<file path="config.mk">
export PLATFORM = sky130hd
export DESIGN_NAME = voice_steal_channel_picker
export DESIGN_NICKNAME = d
export VERILOG_FILES = /design/src/rtl/vscp_pkg.sv /design/src/rtl/vscp_ctrl.sv /design/src/rtl/vscp_datapath.sv /design/src/rtl/voice_steal_channel_picker.sv
export SDC_FILE = /design/constraint.sdc
export NUM_CORES = 1
export LEC_CHECK = 0
export ABC_AREA = 1
export BUFFER_PORTS_ARGS = -buffer_cell sky130_fd_sc_hd__buf_2
export CELL_PAD_IN_SITES_DETAIL_PLACEMENT = 0
export CELL_PAD_IN_SITES_GLOBAL_PLACEMENT = 1
export CORE_MARGIN = 5
export CORE_UTILIZATION = 45
export DETAILED_ROUTE_END_ITERATION = 10
export MAX_ROUTING_LAYER = met4
export PLACE_DENSITY_LB_ADDON = 0.05
export SETUP_SLACK_MARGIN = 0.1
export SKIP_LAST_GASP = 1
export SLEW_MARGIN = 25
export SYNTH_ARGS = -nofsm -noshare
export SYNTH_HDL_FRONTEND = slang
export SYNTH_SLANG_ARGS = --single-unit
</file>
<file path="constraint.sdc">
create_clock -name clk -period 5.45 [get_ports clk]
set_clock_uncertainty 0.2 [all_clocks]
set_input_delay 0.545 -clock clk [delete_from_list [all_inputs] [get_ports clk]]
set_output_delay 0.545 -clock clk [all_outputs]
set_load 0.02 [all_outputs]
</file>
<file path="src/rtl/vscp_pkg.sv">
// Shared types and constants for the voice steal channel picker.
// Used by vscp_ctrl, vscp_datapath and voice_steal_channel_picker; depends on nothing.
package vscp_pkg;

  localparam int ENTITY_W = 16;
  localparam int SLOT_W   = 4;
  localparam int TIME_W   = 31;
  localparam int INDEX_W  = 4;
  localparam int LIFE_W   = TIME_W + 1;

  localparam logic [0:0]        CMD_PICK  = 1'b0;
  localparam logic [0:0]        CMD_WRITE = 1'b1;
  localparam logic [SLOT_W-1:0] SLOT_NONE = 4'h0;
  localparam logic [SLOT_W-1:0] SLOT_ANY  = 4'hf;

  localparam logic signed [LIFE_W-1:0] LIFE_START = 32'sh7fff_ffff;

  typedef struct packed {
    logic [ENTITY_W-1:0] entity;
    logic [SLOT_W-1:0]   slot;
    logic [TIME_W-1:0]   end_time;
  } voice_t;

  typedef enum logic [2:0] {
    S_IDLE   = 3'b001,
    S_WALK   = 3'b010,
    S_FINISH = 3'b100
  } state_t;

  typedef struct packed {
    logic start;
    logic wr;
    logic walk;
    logic finish;
  } ctrl_cmd_t;

  typedef struct packed {
    logic walk_done;
    logic out_free;
  } dp_status_t;

endpackage

</file>
<file path="src/rtl/vscp_ctrl.sv">
// Controller state machine of the voice steal channel picker.
// Depends on vscp_pkg; drives commands into vscp_datapath and reads its status.
module vscp_ctrl (
  input  logic                   clk,
  input  logic                   rst_n,
  input  logic                   in_valid,
  input  logic                   in_cmd,
  output logic                   in_stall,
  input  vscp_pkg::dp_status_t   st,
  output vscp_pkg::ctrl_cmd_t    cmd
);

  vscp_pkg::state_t state_r, state_nxt;
  logic             accept;

  assign in_stall = (state_r != vscp_pkg::S_IDLE);
  assign accept   = in_valid && !in_stall;

  always_comb begin
    state_nxt  = state_r;
    cmd        = '0;
    unique case (state_r)
      vscp_pkg::S_IDLE: begin
        if (accept) begin
          if (in_cmd == vscp_pkg::CMD_WRITE) begin
            cmd.wr = 1'b1;
          end else begin
            cmd.start = 1'b1;
            state_nxt = vscp_pkg::S_WALK;
          end
        end
      end
      vscp_pkg::S_WALK: begin
        cmd.walk = 1'b1;
        if (st.walk_done) begin
          state_nxt = vscp_pkg::S_FINISH;
        end
      end
      vscp_pkg::S_FINISH: begin
        if (st.out_free) begin
          cmd.finish = 1'b1;
          state_nxt  = vscp_pkg::S_IDLE;
        end
      end
      default: begin
        state_nxt = vscp_pkg::S_IDLE;
      end
    endcase
  end

  always_ff @(posedge clk) begin
    if (!rst_n) begin
      state_r <= vscp_pkg::S_IDLE;
    end else begin
      state_r <= state_nxt;
    end
  end

endmodule

</file>
<file path="src/rtl/vscp_datapath.sv">
// Datapath of the voice steal channel picker: voice memory, active and valid bits,
// walk pointer, shortest-life tracker, listener register and result register.
// Depends on vscp_pkg; sequenced by vscp_ctrl.
module vscp_datapath #(
  parameter int AMBIENT_VOICES = 4,
  parameter int DYNAMIC_VOICES = 8
) (
  input  logic                                   clk,
  input  logic                                   rst_n,
  input  vscp_pkg::ctrl_cmd_t                    cmd,
  output vscp_pkg::dp_status_t                   st,
  input  logic                                   cfg_we,
  input  logic [vscp_pkg::ENTITY_W-1:0]          cfg_data,
  input  logic [vscp_pkg::ENTITY_W-1:0]          in_req_entity,
  input  logic signed [vscp_pkg::SLOT_W-1:0]     in_req_slot,
  input  logic [vscp_pkg::TIME_W-1:0]            in_now_time,
  input  logic [vscp_pkg::INDEX_W-1:0]           in_entry_index,
  input  logic [vscp_pkg::ENTITY_W-1:0]          in_entry_entity,
  input  logic signed [vscp_pkg::SLOT_W-1:0]     in_entry_slot,
  input  logic [vscp_pkg::TIME_W-1:0]            in_entry_end,
  input  logic                                   in_entry_active,
  input  logic                                   out_stall,
  output logic                                   out_valid,
  output logic                                   out_found,
  output logic [vscp_pkg::INDEX_W-1:0]           out_picked_index
);

  localparam int TOTAL = AMBIENT_VOICES + DYNAMIC_VOICES;
  localparam int IDX_W = (TOTAL > 1) ? $clog2(TOTAL) : 1;
  localparam int PTR_W = $clog2(TOTAL + 1);
  localparam int CMP_W = (PTR_W > vscp_pkg::INDEX_W) ? PTR_W : vscp_pkg::INDEX_W;

  vscp_pkg::voice_t mem [TOTAL];
  logic [TOTAL-1:0] vld_r;
  logic [TOTAL-1:0] act_r;

  logic [vscp_pkg::ENTITY_W-1:0] view_r;
  logic [vscp_pkg::ENTITY_W-1:0] req_entity_r;
  logic [vscp_pkg::SLOT_W-1:0]   req_slot_r;
  logic [vscp_pkg::TIME_W-1:0]   now_r;

  logic [PTR_W-1:0]              ptr_r;
  logic                          rd_pend_r;
  logic [IDX_W-1:0]              rd_idx_r;
  vscp_pkg::voice_t              rd_data_r;
  logic                          rd_vld_r;
  logic                          hit_r;
  logic                          best_found_r;
  logic [IDX_W-1:0]              best_idx_r;
  logic signed [vscp_pkg::LIFE_W-1:0] life_r;

  logic                          out_valid_r;
  logic                          out_found_r;
  logic [vscp_pkg::INDEX_W-1:0]  out_idx_r;

  logic [CMP_W-1:0]              wr_idx_ext;
  logic                          wr_ok;
  logic                          issue;
  logic                          eval;
  vscp_pkg::voice_t              cur;
  logic                          cur_act;
  logic                          is_match;
  logic                          is_guarded;
  logic signed [vscp_pkg::LIFE_W-1:0] left;

  assign wr_idx_ext = CMP_W'(in_entry_index);
  assign wr_ok      = cmd.wr && (wr_idx_ext < CMP_W'(TOTAL));
  assign issue      = cmd.walk && !hit_r && (ptr_r != PTR_W'(TOTAL));
  assign eval       = cmd.walk && rd_pend_r && !hit_r;

  // A voice never written reads back as the all-zero reset entry.
  assign cur     = rd_vld_r ? rd_data_r : '0;
  assign cur_act = act_r[rd_idx_r];

  assign is_match = (req_slot_r != vscp_pkg::SLOT_NONE) && (cur.entity == req_entity_r) &&
                    ((cur.slot == req_slot_r) || (req_slot_r == vscp_pkg::SLOT_ANY));
  assign is_guarded = (cur.entity == view_r) && (req_entity_r != view_r) && cur_act;
  assign left = $signed({1'b0, cur.end_time}) - $signed({1'b0, now_r});

  assign st.walk_done = hit_r || (!rd_pend_r && (ptr_r == PTR_W'(TOTAL)));
  assign st.out_free  = !out_valid_r || !out_stall;

  // Voice memory: one write port, one registered read port.
  always_ff @(posedge clk) begin
    if (wr_ok) begin
      mem[wr_idx_ext[IDX_W-1:0]] <= '{entity: in_entry_entity,
                                      slot: in_entry_slot,
                                      end_time: in_entry_end};
    end
    if (issue) begin
      rd_data_r <= mem[ptr_r[IDX_W-1:0]];
    end
  end

  always_ff @(posedge clk) begin
    if (!rst_n) begin
      vld_r <= '0;
      act_r <= '0;
    end else begin
      if (wr_ok) begin
        vld_r[wr_idx_ext[IDX_W-1:0]] <= 1'b1;
        act_r[wr_idx_ext[IDX_W-1:0]] <= in_entry_active;
      end
      if (cmd.finish && best_found_r) begin
        act_r[best_idx_r] <= 1'b0;
      end
    end
  end

  always_ff @(posedge clk) begin
    if (!rst_n) begin
      view_r <= '0;
    end else if (cfg_we) begin
      view_r <= cfg_data;
    end
  end

  // Request capture and the walk over the dynamic voices.
  always_ff @(posedge clk) begin
    if (!rst_n) begin
      rd_pend_r    <= 1'b0;
      hit_r        <= 1'b0;
      best_found_r <= 1'b0;
    end else if (cmd.start) begin
      rd_pend_r    <= 1'b0;
      hit_r        <= 1'b0;
      best_found_r <= 1'b0;
    end else begin
      rd_pend_r <= issue;
      if (eval) begin
        if (is_match) begin
          hit_r        <= 1'b1;
          best_found_r <= 1'b1;
        end else if (!is_guarded && (left < life_r)) begin
          best_found_r <= 1'b1;
        end
      end
    end
  end

  always_ff @(posedge clk) begin
    if (cmd.start) begin
      req_entity_r <= in_req_entity;
      req_slot_r   <= in_req_slot;
      now_r        <= in_now_time;
      ptr_r        <= PTR_W'(AMBIENT_VOICES);
      best_idx_r   <= '0;
      life_r       <= vscp_pkg::LIFE_START;
    end else begin
      if (issue) begin
        rd_idx_r <= ptr_r[IDX_W-1:0];
        rd_vld_r <= vld_r[ptr_r[IDX_W-1:0]];
        ptr_r    <= ptr_r + PTR_W'(1);
      end
      if (eval) begin
        if (is_match) begin
          best_idx_r <= rd_idx_r;
        end else if (!is_guarded && (left < life_r)) begin
          best_idx_r <= rd_idx_r;
          life_r     <= left;
        end
      end
    end
  end

  // Result register.
  always_ff @(posedge clk) begin
    if (!rst_n) begin
      out_valid_r <= 1'b0;
    end else if (cmd.finish) begin
      out_valid_r <= 1'b1;
    end else if (!out_stall) begin
      out_valid_r <= 1'b0;
    end
  end

  always_ff @(posedge clk) begin
    if (cmd.finish) begin
      out_found_r <= best_found_r;
      out_idx_r   <= best_found_r ? vscp_pkg::INDEX_W'(best_idx_r) : '0;
    end
  end

  assign out_valid        = out_valid_r;
  assign out_found        = out_found_r;
  assign out_picked_index = out_idx_r;

endmodule

</file>
<file path="src/rtl/voice_steal_channel_picker.sv">
// Top level of the voice steal channel picker.
// Depends on vscp_pkg, vscp_ctrl and vscp_datapath.
//
// The picker holds AMBIENT_VOICES + DYNAMIC_VOICES voice entries and answers a
// pick beat with the voice that a new sound should take, or with found low
// when every dynamic voice is protected or too long-lived. A write beat fills
// one entry (index beyond the table is dropped), gives no result and leaves
// the input ready. A pick beat walks the dynamic voices through the voice
// memory's one registered read port, one voice per cycle, with each compare
// in the cycle after its read; a walk that meets a matching entity and slot
// stops early. The result sits in an output register, so a write beat may be
// taken while a result waits. After reset all voices read as idle and zero at
// once: per-entry valid bits clear at reset, and there is no clearing pass.
// The listener entity is written through the configuration port, which is
// always ready and should be used only while the block is idle.
module voice_steal_channel_picker #(
  parameter int AMBIENT_VOICES = 4,
  parameter int DYNAMIC_VOICES = 8
) (
  input  logic                               clk,
  input  logic                               rst_n,
  input  logic                               cfg_valid,
  output logic                               cfg_ready,
  input  logic [vscp_pkg::ENTITY_W-1:0]      cfg_data,
  input  logic                               in_valid,
  output logic                               in_stall,
  input  logic                               in_cmd,
  input  logic [vscp_pkg::ENTITY_W-1:0]      in_req_entity,
  input  logic signed [vscp_pkg::SLOT_W-1:0] in_req_slot,
  input  logic [vscp_pkg::TIME_W-1:0]        in_now_time,
  input  logic [vscp_pkg::INDEX_W-1:0]       in_entry_index,
  input  logic [vscp_pkg::ENTITY_W-1:0]      in_entry_entity,
  input  logic signed [vscp_pkg::SLOT_W-1:0] in_entry_slot,
  input  logic [vscp_pkg::TIME_W-1:0]        in_entry_end,
  input  logic                               in_entry_active,
  output logic                               out_valid,
  input  logic                               out_stall,
  output logic                               out_found,
  output logic [vscp_pkg::INDEX_W-1:0]       out_picked_index
);

  vscp_pkg::ctrl_cmd_t  cmd;
  vscp_pkg::dp_status_t st;

  // The listener register may be written in any cycle.
  assign cfg_ready = 1'b1;

  vscp_ctrl u_ctrl (
    .clk      (clk),
    .rst_n    (rst_n),
    .in_valid (in_valid),
    .in_cmd   (in_cmd),
    .in_stall (in_stall),
    .st       (st),
    .cmd      (cmd)
  );

  vscp_datapath #(
    .AMBIENT_VOICES (AMBIENT_VOICES),
    .DYNAMIC_VOICES (DYNAMIC_VOICES)
  ) u_datapath (
    .clk              (clk),
    .rst_n            (rst_n),
    .cmd              (cmd),
    .st               (st),
    .cfg_we           (cfg_valid && cfg_ready),
    .cfg_data         (cfg_data),
    .in_req_entity    (in_req_entity),
    .in_req_slot      (in_req_slot),
    .in_now_time      (in_now_time),
    .in_entry_index   (in_entry_index),
    .in_entry_entity  (in_entry_entity),
    .in_entry_slot    (in_entry_slot),
    .in_entry_end     (in_entry_end),
    .in_entry_active  (in_entry_active),
    .out_stall        (out_stall),
    .out_valid        (out_valid),
    .out_found        (out_found),
    .out_picked_index (out_picked_index)
  );

  // A pick beat starts a walk, so the input side must stall on the next cycle.
  a_pick_stalls: assert property (@(posedge clk) disable iff (!rst_n)
    (in_valid && !in_stall && (in_cmd == vscp_pkg::CMD_PICK)) |=> in_stall)
    else $error("input not stalled after a pick beat");

  // A write beat never starts a walk.
  a_write_no_walk: assert property (@(posedge clk) disable iff (!rst_n)
    (in_valid && !in_stall && (in_cmd == vscp_pkg::CMD_WRITE)) |=> !in_stall)
    else $error("write beat left the picker busy");

  // A new result only appears after the controller finished a walk.
  a_result_from_finish: assert property (@(posedge clk) disable iff (!rst_n)
    $rose(out_valid) |-> $past(cmd.finish))
    else $error("result appeared without a finished walk");

  // A walk is only finished when the result register can take it.
  a_finish_room: assert property (@(posedge clk) disable iff (!rst_n)
    cmd.finish |-> (!out_valid || !out_stall))
    else $error("result register overwritten while held");

endmodule
</file>
==> impl_metrics.prom <==
# TYPE chip_impl_metric gauge
chip_impl_metric{name="synth.net_count",unit=""} 3307
chip_impl_metric{name="drt_drc_violations_left",unit=""} 0
chip_impl_metric{name="vdd_ir_drop_max",unit="mV"} 0.3205
chip_impl_metric{name="postCtsResizedCells",unit=""} 0
chip_impl_metric{name="placed_area",unit="um^2"} 36350
chip_impl_metric{name="multiInputGateArea",unit="um^2"} 9628
chip_impl_metric{name="layout.area.seq",unit="um^2"} 23500
chip_impl_metric{name="synth_simple_gate_area_share",unit="%"} 12.77
chip_impl_metric{name="yosys-mux-area-fraction",unit="%"} 0
chip_impl_metric{name="insertion_delay",unit="ns"} 0.63
chip_impl_metric{name="finalSetupViolCount",unit=""} 0
chip_impl_metric{name="synth_enable_flop_cells",unit=""} 724
chip_impl_metric{name="routed-via-count",unit=""} 23720
chip_impl_metric{name="post-route-period-util",unit="%"} 90.13
chip_impl_metric{name="finalWorstPathRequiredPeriod",unit="ns"} 4.912
chip_impl_metric{name="synth_compound_gate_area_share",unit="%"} 11.49
chip_impl_metric{name="synth.avg_cell_area",unit="um^2"} 11.10
chip_impl_info{name="startpoint_type",value="flip-flop"} 1
chip_impl_info{name="synth_top_family_by_area",value="simple AND/OR/NAND/NOR gates"} 1
chip_impl_info{name="run_status",value="finished, final reports clean"} 1
chip_impl_info{name="netlist_top_cells_area",value="sky130_fd_sc_hd__edfxtp_1 (63%), sky130_fd_sc_hd__o21ai_0 (6.0%), sky130_fd_sc_hd__nor2_1 (5.9%), sky130_fd_sc_hd__dfxtp_1 (5.0%), sky130_fd_sc_hd__nand2_1 (4.3%)"} 1
chip_impl_info{name="synth_flop_cell",value="sky130_fd_sc_hd__edfxtp_1"} 1
chip_impl_metric{name="fp.dieH",unit="um"} 287.1
chip_impl_metric{name="antenna_left",unit=""} 0
chip_impl_metric{name="synth.top_cell.area_share",unit="%"} 62.91
chip_impl_metric{name="max_cap_viol_count",unit=""} 0
chip_impl_metric{name="dieWidth",unit="um"} 287.1
chip_impl_metric{name="synth_seq_area_share",unit="%"} 67.95
chip_impl_metric{name="final-max-slew-violation-count",unit=""} 0
chip_impl_metric{name="synthToLayoutAreaGrowth",unit="%"} 15.12
chip_impl_metric{name="cts_made_buffers",unit=""} 88
chip_impl_info{name="yosys.area.top_type",value="sky130_fd_sc_hd__edfxtp_1"} 1
chip_impl_metric{name="placementRows",unit=""} 101
chip_impl_metric{name="dpl.hpwl",unit="um"} 55900
chip_impl_metric{name="layout.filler_cells",unit=""} 6687
chip_impl_metric{name="final-hold-violation-count",unit=""} 0
chip_impl_metric{name="grt_first_pass_wirelength",unit="um"} 141700
chip_impl_metric{name="place.port_buffers",unit=""} 135
chip_impl_metric{name="h_tree_lvls",unit=""} 3
chip_impl_metric{name="power.static_leakage",unit="nW"} 14.95
chip_impl_metric{name="num_io_pins",unit=""} 137
chip_impl_metric{name="cellPowerDensity",unit="nW/um^2"} 432.3
chip_impl_metric{name="worst-slew-pin-transition",unit="ns"} 1.067
chip_impl_metric{name="clkTransAtPathRegs",unit="ns"} 0.06
chip_impl_metric{name="tns",unit="ns"} 0
chip_impl_metric{name="routedWlPerCell",unit="um"} 21.48
chip_impl_metric{name="antenna_violations_before_repair",unit=""} 12
chip_impl_metric{name="num-nets-final",unit=""} 3484
chip_impl_metric{name="grt_pass1_vias",unit=""} 23110
chip_impl_metric{name="ys_types",unit=""} 42
chip_impl_metric{name="routed_wirelength",unit="um"} 94500
chip_impl_metric{name="core_outline_area",unit="um^2"} 76080
chip_impl_info{name="yosysMostFrequentCell",value="sky130_fd_sc_hd__edfxtp_1"} 1
chip_impl_metric{name="route.detailed.vias_per_inst",unit=""} 5.391
chip_impl_metric{name="timing.fmax",unit="MHz"} 203.6
chip_impl_metric{name="maxSlewHeadroom",unit="%"} 28.90
chip_impl_metric{name="drt_iter0_markers",unit=""} 2056
chip_impl_metric{name="synth_xor_area_share",unit="%"} 1.014
chip_impl_info{name="timing.setup.critical_path_class",value="reg2reg"} 1
chip_impl_metric{name="gpl.final_weighted_congestion",unit=""} 0.9217
chip_impl_info{name="rsz0062_at_grt",value="true"} 1
chip_impl_info{name="worst_setup_end_kind",value="flip-flop"} 1
chip_impl_metric{name="postLayoutCellArea",unit="um^2"} 39790
chip_impl_metric{name="yosysWarningCount",unit=""} 0
chip_impl_info{name="clockRootBuffer",value="sky130_fd_sc_hd__clkbuf_16"} 1
chip_impl_metric{name="max-clock-path-buffers",unit=""} 3
chip_impl_metric{name="critical_path_required",unit="ns"} 5.73
chip_impl_metric{name="grt_overflow",unit=""} 0
chip_impl_metric{name="post_route_cells_drive_above_1_share",unit="%"} 9.878
chip_impl_metric{name="grt_usage",unit="%"} 23.20
chip_impl_metric{name="netlist_area",unit="um^2"} 34560
chip_impl_metric{name="netlist_instances",unit=""} 3113
chip_impl_metric{name="synth_fa_ha_area_share",unit="%"} 2.375
chip_impl_metric{name="async_reset_ff_share",unit="%"} 0
chip_impl_info{name="synthTopCellsByCount",value="sky130_fd_sc_hd__edfxtp_1 (724), sky130_fd_sc_hd__nor2_1 (540), sky130_fd_sc_hd__o21ai_0 (415)"} 1
chip_impl_metric{name="cts_sinks",unit=""} 811
chip_impl_metric{name="crit_arrival",unit="ns"} 5.19
chip_impl_metric{name="start_util",unit="%"} 45.43
chip_impl_metric{name="floorplan.die_area",unit="um^2"} 82440
chip_impl_metric{name="total_power",unit="mW"} 17.20
chip_impl_info{name="cts_tree",value="yes"} 1
chip_impl_metric{name="drtPass1Iterations",unit=""} 5
chip_impl_metric{name="grt_max_degree",unit=""} 170
chip_impl_info{name="hold_path_class",value="in2reg"} 1
chip_impl_metric{name="synth_seq_cells",unit=""} 811
chip_impl_metric{name="crit_fanout",unit=""} 33
==> layer usage <==
layer  track usage [%]  wire [um]  vias up
met2             36.10      43850      655
met1             32.52      43570    11530
met3             3.402       4936      135
met5                 -          0        -
li1                  -          -    11400
met4             5.934       2146        0
==> power by group <==
part           internal, mW  switching [mW]
Clock                  3.32            2.41
Combinational          1.19            2.92
Sequential             7.16           0.196
Total                  11.7            5.53
==> stage by stage <==
| step | std cells | util (%) | setup WS, ns | hold slack [ns] |
|---|---|---|---|---|
| floorplan | 3113 | - | 0.9513 | 0.2029 |
| global placement | 4166 | 47.78 | 0.5522 | 0.2365 |
| detailed placement | 4166 | 47.78 | 0.5230 | 0.2584 |
| CTS | 4391 | 52.27 | 0.5122 | 0.001194 |
| global route | 4399 | 52.29 | 0.06884 | 0.01877 |
| finish | 4400 | 52.30 | 0.5379 | 0.04017 |
==> cell families (layout without fill, tap and decap cells) <==
| group | Yosys count | in the layout |
|---|---|---|
| DFF | 811 | 811 |
| other | 1 | 10 |
| adders and majority gates | 65 | 65 |
| AOI/OAI and AO/OA | 717 | 717 |
| and+or+nand+nor | 1094 | 1094 |
| xor gates and xnor gates | 40 | 40 |
| buffers and inverters | 385 | 633 |
==> sequential cells by signal, summed over array words and instances, names as in the netlist <==
register / flops
u_ctrl.state_r: 3
u_datapath.best_idx_r: 4
u_datapath.vld_r: 12
u_datapath.hit_r: 1
u_datapath.out_picked_index: 4
u_datapath.best_found_r: 1
u_datapath.rd_pend_r: 1
u_datapath.rd_idx_r: 4
u_datapath.out_found: 1
u_datapath.ptr_r: 4
u_datapath.req_entity_r: 16
u_datapath.act_r: 12
u_datapath.now_r: 31
u_datapath.rd_data_r: 51
u_datapath.req_slot_r: 4
u_datapath.life_r: 32
u_datapath.rd_vld_r: 1
u_datapath.mem: 612
u_datapath.view_r: 16
u_datapath.out_valid: 1
==> worst paths after layout <==
check                                       from                                 to  slack [ns]  cells after the start
setup / recovery   u_datapath.rd_vld_r$_DFFE_PP_  u_datapath.life_r[8]$_SDFFE_PP1P_        0.54                     21
hold / removal                   in_entry_end[0]     u_datapath.mem[5][0]$_DFFE_PP_        0.04                      1
setup reg to reg   u_datapath.rd_vld_r$_DFFE_PP_  u_datapath.life_r[8]$_SDFFE_PP1P_        0.54                     21
hold reg to reg   u_datapath.act_r[8]$_SDFF_PN0_     u_datapath.act_r[8]$_SDFF_PN0_        0.26                      2
==> final cells by class <==
| cell class | count | area share (%) |
|---|---|---|
| Multi-Input combinational cell | 1917 | 24.20 |
| Tap cell | 1030 | 3.239 |
| Inverter | 227 | 2.167 |
| Timing Repair Buffer | 245 | 4.312 |
| Clock inverter | 48 | 1.091 |
| Clock buffer | 113 | 5.875 |
| Antenna cell | 9 | 0.05661 |
| Sequential cell | 811 | 59.06 |
==> layout by cell type (no fill, tap or decap), types with 9 or more instances in the layout <==
master / netlist / final
sky130_fd_sc_hd__a21oi_1: 115 / 115
sky130_fd_sc_hd__diode_2: 0 / 9
sky130_fd_sc_hd__nor2_4: 0 / 9
sky130_fd_sc_hd__nor3_1: 15 / 15
sky130_fd_sc_hd__o221ai_1: 29 / 29
sky130_fd_sc_hd__clkinv_1: 4 / 20
sky130_fd_sc_hd__clkbuf_1: 112 / 22
sky130_fd_sc_hd__nor2_1: 540 / 530
sky130_fd_sc_hd__a211oi_1: 31 / 31
sky130_fd_sc_hd__o22ai_1: 78 / 78
sky130_fd_sc_hd__buf_2: 20 / 135
sky130_fd_sc_hd__buf_4: 3 / 41
sky130_fd_sc_hd__dfxtp_1: 87 / 83
sky130_fd_sc_hd__nand2_1: 392 / 392
sky130_fd_sc_hd__nand3_1: 90 / 90
sky130_fd_sc_hd__a31oi_1: 27 / 27
sky130_fd_sc_hd__xor2_1: 38 / 38
sky130_fd_sc_hd__inv_1: 221 / 217
sky130_fd_sc_hd__clkinv_2: 0 / 16
sky130_fd_sc_hd__ha_1: 64 / 64
sky130_fd_sc_hd__dlygate4sd3_1: 0 / 64
sky130_fd_sc_hd__nand4_1: 42 / 42
sky130_fd_sc_hd__edfxtp_1: 724 / 724
sky130_fd_sc_hd__o21ai_0: 415 / 415
sky130_fd_sc_hd__clkbuf_16: 0 / 89
==> critical path, stage by stage (launching register included) <==
cell and delay, ns:
sky130_fd_sc_hd__edfxtp_1 0.49, sky130_fd_sc_hd__buf_4 0.25, sky130_fd_sc_hd__buf_4 0.18, sky130_fd_sc_hd__nand2_1 0.06, sky130_fd_sc_hd__inv_1 0.04, sky130_fd_sc_hd__ha_1 0.37, sky130_fd_sc_hd__a21o_1 0.23, sky130_fd_sc_hd__a31oi_1 0.23
sky130_fd_sc_hd__o21ai_0 0.17, sky130_fd_sc_hd__a21oi_1 0.25, sky130_fd_sc_hd__nand2_1 0.13, sky130_fd_sc_hd__a21oi_1 0.31, sky130_fd_sc_hd__ha_1 0.26, sky130_fd_sc_hd__nand2_1 0.08, sky130_fd_sc_hd__nor2_1 0.15, sky130_fd_sc_hd__nand4_1 0.15
sky130_fd_sc_hd__nor4_1 0.21, sky130_fd_sc_hd__nand2_1 0.12, sky130_fd_sc_hd__nand3_2 0.13, sky130_fd_sc_hd__nand4_4 0.44, sky130_fd_sc_hd__nand2_1 0.19, sky130_fd_sc_hd__nand3_1 0.10
==> repair_timing <==
item / 4_1_cts / 5_1_grt
endpoints found under the hold margin: 97 / 0
hold buffers: 64 / 0
endpoints found under the setup margin: 0 / 12
buffers inserted: 0 / 0
Note: power is estimated with default switching activity, not from simulation.
